==> config.mk <==
export PLATFORM = sky130hd
export DESIGN_NAME = png_post_idat_chunk_extractor_core
export DESIGN_NICKNAME = d
export VERILOG_FILES = /design/src/pngx_pkg.sv /design/src/pngx_parser.sv /design/src/pngx_out_buf.sv /design/src/png_post_idat_chunk_extractor_core.sv
export VERILOG_INCLUDE_DIRS = /design/src /design/src/src
export SDC_FILE = /design/constraint.sdc
export NUM_CORES = 1
export LEC_CHECK = 0
export BUFFER_PORTS_ARGS = -buffer_cell sky130_fd_sc_hd__buf_2
export CELL_PAD_IN_SITES_DETAIL_PLACEMENT = 1
export CELL_PAD_IN_SITES_GLOBAL_PLACEMENT = 1
export CORE_ASPECT_RATIO = 1.1
export CORE_MARGIN = 2
export CORE_UTILIZATION = 54
export CTS_CLUSTER_SIZE = 40
export DETAILED_ROUTE_END_ITERATION = 12
export GPL_TIMING_DRIVEN = 0
export PLACE_DENSITY = 0.81
export SYNTH_ARGS = -nofsm -noshare
export SYNTH_HDL_FRONTEND = slang
export SYNTH_HIERARCHICAL = 1
export SYNTH_SLANG_ARGS = --single-unit
==> constraint.sdc <==
create_clock -name clk -period 11.3 [get_ports clk]
set_input_delay 2.26 -clock clk [delete_from_list [all_inputs] [get_ports clk]]
set_output_delay 2.26 -clock clk [all_outputs]
set_load 0.02 [all_outputs]
==> src/png_post_idat_chunk_extractor_core_defines.svh <==
// ----------------------------------------------------------------------------
// png chunk extractor assertion macros
// shared concurrent assertion forms, clocked on clk, disabled in reset
// ----------------------------------------------------------------------------
`ifndef PNG_POST_IDAT_CHUNK_EXTRACTOR_CORE_DEFINES_SVH
`define PNG_POST_IDAT_CHUNK_EXTRACTOR_CORE_DEFINES_SVH

// same-cycle implication
`define PNGX_ASSERT_NOW(lbl, ante, cons) \
	lbl: assert property (@(posedge clk) disable iff (!arst_n) (ante) |-> (cons)) \
		else $error("pngx assertion failed");

// next-cycle implication
`define PNGX_ASSERT_NEXT(lbl, ante, cons) \
	lbl: assert property (@(posedge clk) disable iff (!arst_n) (ante) |=> (cons)) \
		else $error("pngx assertion failed");

`endif

==> src/pngx_pkg.sv <==
// ----------------------------------------------------------------------------
// pngx_pkg
// types and constants shared by the png chunk extractor modules
// ----------------------------------------------------------------------------
`timescale 1ns / 1ps

package pngx_pkg;

	// default length of the leading signature
	localparam int SIG_BYTES_DEF = 8;

	// header layout: 4 length bytes then 4 type bytes
	localparam int FIELD_BYTES = 4;
	localparam int HDR_BYTES   = 8;

	// chunk type letters
	localparam logic [7:0] CH_I = 8'h49;
	localparam logic [7:0] CH_D = 8'h44;
	localparam logic [7:0] CH_A = 8'h41;
	localparam logic [7:0] CH_T = 8'h54;
	localparam logic [7:0] CH_E = 8'h45;
	localparam logic [7:0] CH_N = 8'h4E;

	// parser phase
	typedef enum logic [2:0] {
		PH_SIG,
		PH_LEN,
		PH_TYPE,
		PH_DATA,
		PH_CRC,
		PH_DONE
	} phase_t;

	// copy progress
	typedef enum logic [1:0] {
		CM_SEEK,
		CM_IDAT,
		CM_COPY
	} copy_mode_t;

	// what one input item produces
	typedef enum logic [1:0] {
		RES_NONE,
		RES_ONE,
		RES_RUN
	} res_kind_t;

	typedef struct packed {
		res_kind_t                  kind;
		logic [HDR_BYTES-1:0][7:0] bytes;  // bytes[0] goes out first
	} result_t;

endpackage

==> src/pngx_parser.sv <==
// ----------------------------------------------------------------------------
// pngx_parser
// chunk parser state and per-item result decode
// ----------------------------------------------------------------------------
`timescale 1ns / 1ps
`include "png_post_idat_chunk_extractor_core_defines.svh"

module pngx_parser
	import pngx_pkg::*;
#(
	parameter int SIGNATURE_BYTES = SIG_BYTES_DEF
) (
	input  logic       clk,
	input  logic       arst_n,
	input  logic       accept,
	input  logic [7:0] in_byte,
	output result_t    res
);

	localparam logic [31:0] SIG_INIT = 32'(SIGNATURE_BYTES % 16);
	localparam logic [2:0]  LEN_LAST  = 3'(FIELD_BYTES - 1);
	localparam logic [2:0]  TYPE_LAST = 3'(HDR_BYTES - 1);

	phase_t     phase_q, phase_d;
	copy_mode_t copy_q, copy_d;
	logic [2:0]  count_q, count_d;
	logic [31:0] len_q, len_d;
	logic [31:0] remain_q, remain_d;
	logic [7:0]  hdr_q [HDR_BYTES];
	logic        is_idat;
	logic        is_iend;

	// type tests: the data-chunk test takes its last type byte as it arrives; the end-chunk test reads stored bytes
	assign is_idat = (hdr_q[4] == CH_I) && (hdr_q[5] == CH_D) &&
		(hdr_q[6] == CH_A) && (in_byte == CH_T);
	assign is_iend = (hdr_q[4] == CH_I) && (hdr_q[5] == CH_E) &&
		(hdr_q[6] == CH_N) && (hdr_q[7] == CH_D);

	// state registers
	always_ff @(posedge clk or negedge arst_n) begin
		if (!arst_n) begin
			phase_q  <= (SIG_INIT != 32'd0) ? PH_SIG : PH_LEN;
			copy_q   <= CM_SEEK;
			count_q  <= 3'd0;
			len_q    <= 32'd0;
			remain_q <= SIG_INIT;
		end else if (accept) begin
			phase_q  <= phase_d;
			copy_q   <= copy_d;
			count_q  <= count_d;
			len_q    <= len_d;
			remain_q <= remain_d;
		end
	end

	// header byte store, indexed by position in length and type fields
	always_ff @(posedge clk) begin
		if (accept && (phase_q == PH_LEN || phase_q == PH_TYPE)) begin
			hdr_q[count_q] <= in_byte;
		end
	end

	// next state and result decode
	always_comb begin
		phase_d  = phase_q;
		copy_d   = copy_q;
		count_d  = count_q;
		len_d    = len_q;
		remain_d = remain_q;
		res.kind = RES_NONE;
		for (int k = 0; k < HDR_BYTES - 1; k++) begin
			res.bytes[k] = hdr_q[k];
		end
		res.bytes[HDR_BYTES-1] = in_byte;

		unique case (phase_q)
			PH_SIG: begin
				remain_d = remain_q - 32'd1;
				if (remain_q == 32'd1) begin
					phase_d = PH_LEN;
					count_d = 3'd0;
				end
			end
			PH_LEN: begin
				len_d   = {len_q[23:0], in_byte};
				count_d = count_q + 3'd1;
				if (count_q == LEN_LAST) begin
					phase_d = PH_TYPE;
				end
			end
			PH_TYPE: begin
				count_d = count_q + 3'd1;
				if (count_q == TYPE_LAST) begin
					if (is_idat) begin
						if (copy_q == CM_SEEK) begin
							copy_d = CM_IDAT;
						end
					end else if (copy_q == CM_IDAT) begin
						copy_d = CM_COPY;
					end
					if (copy_d == CM_COPY) begin
						res.kind = RES_RUN;
					end
					remain_d = len_q;
					phase_d  = (len_q != 32'd0) ? PH_DATA : PH_CRC;
				end
			end
			PH_DATA: begin
				if (copy_q == CM_COPY) begin
					res.kind     = RES_ONE;
					res.bytes[0] = in_byte;
				end
				remain_d = remain_q - 32'd1;
				if (remain_q == 32'd1) begin
					phase_d = PH_CRC;
					count_d = 3'd0;
				end
			end
			PH_CRC: begin
				if (copy_q == CM_COPY) begin
					res.kind     = RES_ONE;
					res.bytes[0] = in_byte;
				end
				count_d = count_q + 3'd1;
				if (count_q == LEN_LAST) begin
					count_d = 3'd0;
					len_d   = 32'd0;
					phase_d = is_iend ? PH_DONE : PH_LEN;
				end
			end
			default: begin
			end
		endcase
	end

	// after the end chunk nothing moves again
	`PNGX_ASSERT_NEXT(a_done_sticks, phase_q == PH_DONE, phase_q == PH_DONE)
	// length and crc fields never count past four bytes
	`PNGX_ASSERT_NOW(a_field_count, phase_q == PH_LEN || phase_q == PH_CRC, count_q <= LEN_LAST)

endmodule

==> src/pngx_out_buf.sv <==
// ----------------------------------------------------------------------------
// pngx_out_buf
// result register: holds one result or one 8-byte header run and drains it
// ----------------------------------------------------------------------------
`timescale 1ns / 1ps
`include "png_post_idat_chunk_extractor_core_defines.svh"

module pngx_out_buf
	import pngx_pkg::*;
(
	input  logic       clk,
	input  logic       arst_n,
	input  logic       load,
	input  result_t    res,
	output logic       can_load,
	output logic       m_tvalid,
	input  logic       m_tready,
	output logic [7:0] m_tdata,   // [7:0] out_byte
	output logic       m_tlast
);

	logic [3:0] count_q;
	logic [7:0] data_q [HDR_BYTES];
	logic       pop;

	assign pop      = m_tvalid && m_tready;
	assign can_load = (count_q == 4'd0) || (count_q == 4'd1 && pop);
	assign m_tvalid = (count_q != 4'd0);
	assign m_tdata  = data_q[0];
	assign m_tlast  = (count_q == 4'd1);

	// fill count
	always_ff @(posedge clk or negedge arst_n) begin
		if (!arst_n) begin
			count_q <= 4'd0;
		end else if (load && res.kind == RES_RUN) begin
			count_q <= 4'(HDR_BYTES);
		end else if (load && res.kind == RES_ONE) begin
			count_q <= 4'd1;
		end else if (pop) begin
			count_q <= count_q - 4'd1;
		end
	end

	// byte storage: load a run or a single byte, shift down on each take
	always_ff @(posedge clk) begin
		if (load && res.kind == RES_RUN) begin
			for (int k = 0; k < HDR_BYTES; k++) begin
				data_q[k] <= res.bytes[k];
			end
		end else if (load && res.kind == RES_ONE) begin
			data_q[0] <= res.bytes[0];
		end else if (pop) begin
			for (int k = 0; k < HDR_BYTES - 1; k++) begin
				data_q[k] <= data_q[k+1];
			end
		end
	end

	// never more than one header run held
	`PNGX_ASSERT_NOW(a_count_max, 1'b1, count_q <= 4'(HDR_BYTES))
	// a header run always comes out as eight items
	`PNGX_ASSERT_NEXT(a_run_fill, load && res.kind == RES_RUN, count_q == 4'(HDR_BYTES))

endmodule

==> src/png_post_idat_chunk_extractor_core.sv <==
// a result is offered on m_tdata in the cycle after its input item is taken
// throughput: one input item per cycle while m_tready is high and no header run is draining
// a copied chunk header leaves as a run of 8 items, holding off input until its last item is taken
// the 8-entry output register and its fill count set the stall while a run drains
// reset (arst_n low) returns to signature skip (length phase if SIGNATURE_BYTES % 16 is 0), copying off, output empty
// ----------------------------------------------------------------------------
// png_post_idat_chunk_extractor_core
// passes through every png chunk that follows the image data chunks
// ----------------------------------------------------------------------------
`timescale 1ns / 1ps

module png_post_idat_chunk_extractor_core
	import pngx_pkg::*;
#(
	parameter int SIGNATURE_BYTES = SIG_BYTES_DEF
) (
	input  logic       clk,
	input  logic       arst_n,
	input  logic       s_tvalid,
	output logic       s_tready,
	input  logic [7:0] s_tdata,   // [7:0] in_byte
	output logic       m_tvalid,
	input  logic       m_tready,
	output logic [7:0] m_tdata,   // [7:0] out_byte
	output logic       m_tlast    // run_last
);

	logic    accept;
	logic    can_load;
	result_t res;

	assign s_tready = can_load;
	assign accept   = s_tvalid && s_tready;

	// chunk parser
	pngx_parser #(
		.SIGNATURE_BYTES(SIGNATURE_BYTES)
	) u_parser (
		.clk    (clk),
		.arst_n (arst_n),
		.accept (accept),
		.in_byte(s_tdata),
		.res    (res)
	);

	// output register
	pngx_out_buf u_out_buf (
		.clk     (clk),
		.arst_n  (arst_n),
		.load    (accept),
		.res     (res),
		.can_load(can_load),
		.m_tvalid(m_tvalid),
		.m_tready(m_tready),
		.m_tdata (m_tdata),
		.m_tlast (m_tlast)
	);

endmodule
==> metrics.csv <==
stage,metric,value,unit
route,wl_met2,12000,microns
finish,final_util,61.3,%
grt,grt_pass1_wl,38200,microns
finish,syn2layout_area_growth,12.0,%
setup_path,critPathKind,input pin to flip-flop,
timing,final_hold_viol_count,0,
setup_path,cp_common_cell,buf_2,
clock_tree,ctsHoldBuffers,0,
grt,grt_max_degree,50,
finish,layout_common_cells,"edfxtp_1, dfrtp_1, mux2_2",
setup_path,slowest_stage,or4_1,
run_status,status,"finished, final reports clean",
finish,n_antenna_cell,0,
pwr,p_leak,0.00390,uW
clock_tree,cts_tree,yes,
placement,place_area,9680,sq um
setup_path,crit_fanout,12,
grt,gr-total-overflow,0,
clock_tree,cts-htree-levels,1,
route,wirelength,24400,microns
clock_tree,clockRootBuffer,clkbuf_16,
timing,max_freq,0.190,GHz
timing,finClkSkew,0.00980,ns
die,die_x,129,microns
timing,max_slew_margin,9.30,%
route,vias_per_cell,6.54,
finish,finalNetCount,766,
setup_path,slowest_delay,0.66,ns
timing,setup_viol_count_final,0,
die,die_y,141,microns
synth,ys_seq_area_share,62.1,%
setup_path,crit_path_end_kind,flip-flop,
timing,whs,0.529,ns
placement,io_buffer_count,21,
synth,syn_avg_cell_area,13.3,sq um
synth,synthTopCellsByArea,"edfxtp_1, dfrtp_1, mux2_2",
clock_tree,cts_resized,0,
synth,ys_types,69,
die,coreArea,16900,sq um
route,met1_length,10600,microns
synth,ys_async_sr_fraction,37.3,%
synth,synth_flop_cell,edfxtp_1,
grt,grt_pass1_vias,6759,
die,std_cell_rows,50,
synth,synthCells,697,
timing,rsz0062_at_grt,false,
setup_path,start_kind,input pin,
timing,period_minus_slack,5.27,ns
synth,synth_fp_nets,718,
run,drv_cap,0,
route,vias,6340,
clock_tree,clk-insertion-delay-late,0.51,ns
route,wl_per_cell,25.1,microns
route,top_layer,met4,
min_path,hp-class,flip-flop to flip-flop,
setup_path,cp_top_family,simple AND/OR/NAND/NOR gates,
placement,dp_hpwl,16300,microns
pwr,powerDensity,209,nW/um^2
route,route.met3.wl,1310,microns
clock_tree,cts_buffers,22,
timing,min_period_over_period,46.6,%
timing,final_max_slew_viol_count,0,
grt,antenna_found_initial,0,
placement,gp_congestion,0.912,
die,io_pins,23,
grt,grtUsageTotal,27.4,%
clock_tree,clock_path_buffers,3,
synth,synth_top_area_share,41.5,%
timing,setup_tns,0,ns
clock_tree,clkTransAtPathRegs,0.06,ns
setup_path,reg2reg_slack,7.47,ns
finish,drive_gt1_share,22.3,%
synth,ys_ff_latch,204,
synth,syn_area,9260,sq um
route,first_pass_iters,5,
setup_path,worst-endpoint-required,11.55,ns
finish,fillers,1637,
route,drt_iter0_markers,499,
route,drc_errors,0,
setup_path,crit_arrival,5.52,ns
synth,yosys_warnings,6,
synth,synth_edf_count,128,
die,design.die.area,18200,sq um
clock_tree,cts_setup_buffers,0,
timing,worstMarginPinSlew,1.35,ns
finish,layout_commonest_cell,edfxtp_1,
pwr,ir_worst_vdd,0.136,mV
synth,yosysTopAreaCell,edfxtp_1,
clock_tree,cts.sinks,204,
die,start_util,54.8,%
route,ant_nets,0,
setup_path,crit_chain,buf_2 > nor4bb_1 > nand4_1 > or4_1 > nand3b_1 > a2111oi_0 > buf_1 > xor2_1 > and2_2 > nor2_2 > buf_2 > mux2_2,
setup_path,path_buf_inv,3,
finish,fin_area,10400,sq um
registers in the layout, indices dropped and copies added, names as in the netlist:
register,cells
u_parser/count_q,3
u_parser/len_q,32
u_out_buf/data_q,64
u_parser/phase_q,3
u_parser/copy_q,2
u_parser/remain_q,32
u_out_buf/count_q,4
u_parser/hdr_q,64
layer usage:
| layer | up-vias | track usage [%] |
|---|---|---|
| met1 | 3288 | 38.5 |
| met5 | - | 0 |
| met2 | 226 | 45.4 |
| met3 | 46 | 3.51 |
| met4 | 0 | 7.67 |
| li1 | 2780 | - |
where the power goes:
part | internal [uW] | switching, uW | leakage, uW
logic | 194 | 317 | 0.00140
registers | 896 | 84.9 | 0.00217
clock network | 390 | 285 | 0.000327
synth_stat cells, types with 4 or more instances:
library cell,number
o22a_1,4
ha_1,9
clkbuf_1,19
mux2_4,20
edfxtp_1,128
nand2_1,40
nor2_1,29
nand2b_1,5
a2bb2oi_1,8
nor4b_1,4
a22oi_1,4
inv_1,13
mux2_2,45
nor3_1,18
or3_1,6
nor2b_1,4
nand3_1,15
or4_1,5
buf_2,11
o2bb2ai_1,4
buf_4,16
o211ai_1,6
nand4_1,10
o21ai_0,29
a21oi_1,42
o22ai_1,11
nor4_1,15
a22o_1,35
dfrtp_1,75
per-stage QoR:
stage	setup slack (ns)	total power [uW]	cells
6_report	6.03	2170	969
5_1_grt	5.84	2260	969
4_1_cts	6.06	2170	969
3_5_place_dp	5.57	1490	929
3_3_place_gp	3.49	1450	926
2_1_floorplan	5.16	1320	697
cell families (layout without fill, tap and decap cells):
| family | Yosys count | in the layout | synth area share, % |
|---|---|---|---|
| muxes | 67 | 67 | 8.94 |
| DFF | 204 | 204 | 62.1 |
| buffers and inverters | 67 | 131 | 4.03 |
| and+or+nand+nor | 182 | 182 | 11.2 |
| xor gates and xnor gates | 2 | 2 | 0.189 |
| adders and majority gates | 9 | 9 | 1.22 |
| AOI/OAI and AO/OA | 166 | 166 | 12.3 |
worst reg2reg max path, cell delays in order, from the launching register on:
cell	delay, ns
dfrtp_1	0.39
inv_1	0.14
ha_1	0.19
or3b_1	0.36
buf_6	0.15
a21bo_2	0.19
and2_1	0.37
nand2_1	0.16
a21oi_1	0.24
nand2_1	0.19
nor3_1	1.05
path summary, 6_finish.rpt:
path                                           to  cells after the start             startpoint
min in group asynchronous   u_parser/remain_q[11]                      1                 arst_n
min reg2reg                 u_parser/remain_q[13]                      1  u_parser/remain_q[13]
max in group asynchronous    u_out_buf/count_q[1]                      2                 arst_n
max                        u_out_buf/data_q[0][9]                     12             s_tdata[2]
min                         u_parser/remain_q[13]                      1  u_parser/remain_q[13]
max reg2reg                  u_parser/hdr_q[1][5]                     10   u_out_buf/count_q[0]
final cells by class:
| cell class | instances | area, sq um | area share, % |
|---|---|---|---|
| well taps | 208 | 260 | 2.51 |
| flip-flops and latches | 204 | 5750 | 55.5 |
| multi-input cells | 426 | 3150 | 30.4 |
| clock inverters | 4 | 30.0 | 0.290 |
| repair buffers | 24 | 159 | 1.53 |
| inverters | 14 | 52.6 | 0.507 |
| clock buffers | 36 | 644 | 6.22 |
| plain buffers | 53 | 320 | 3.09 |
Power figures use the tool's default switching activity.
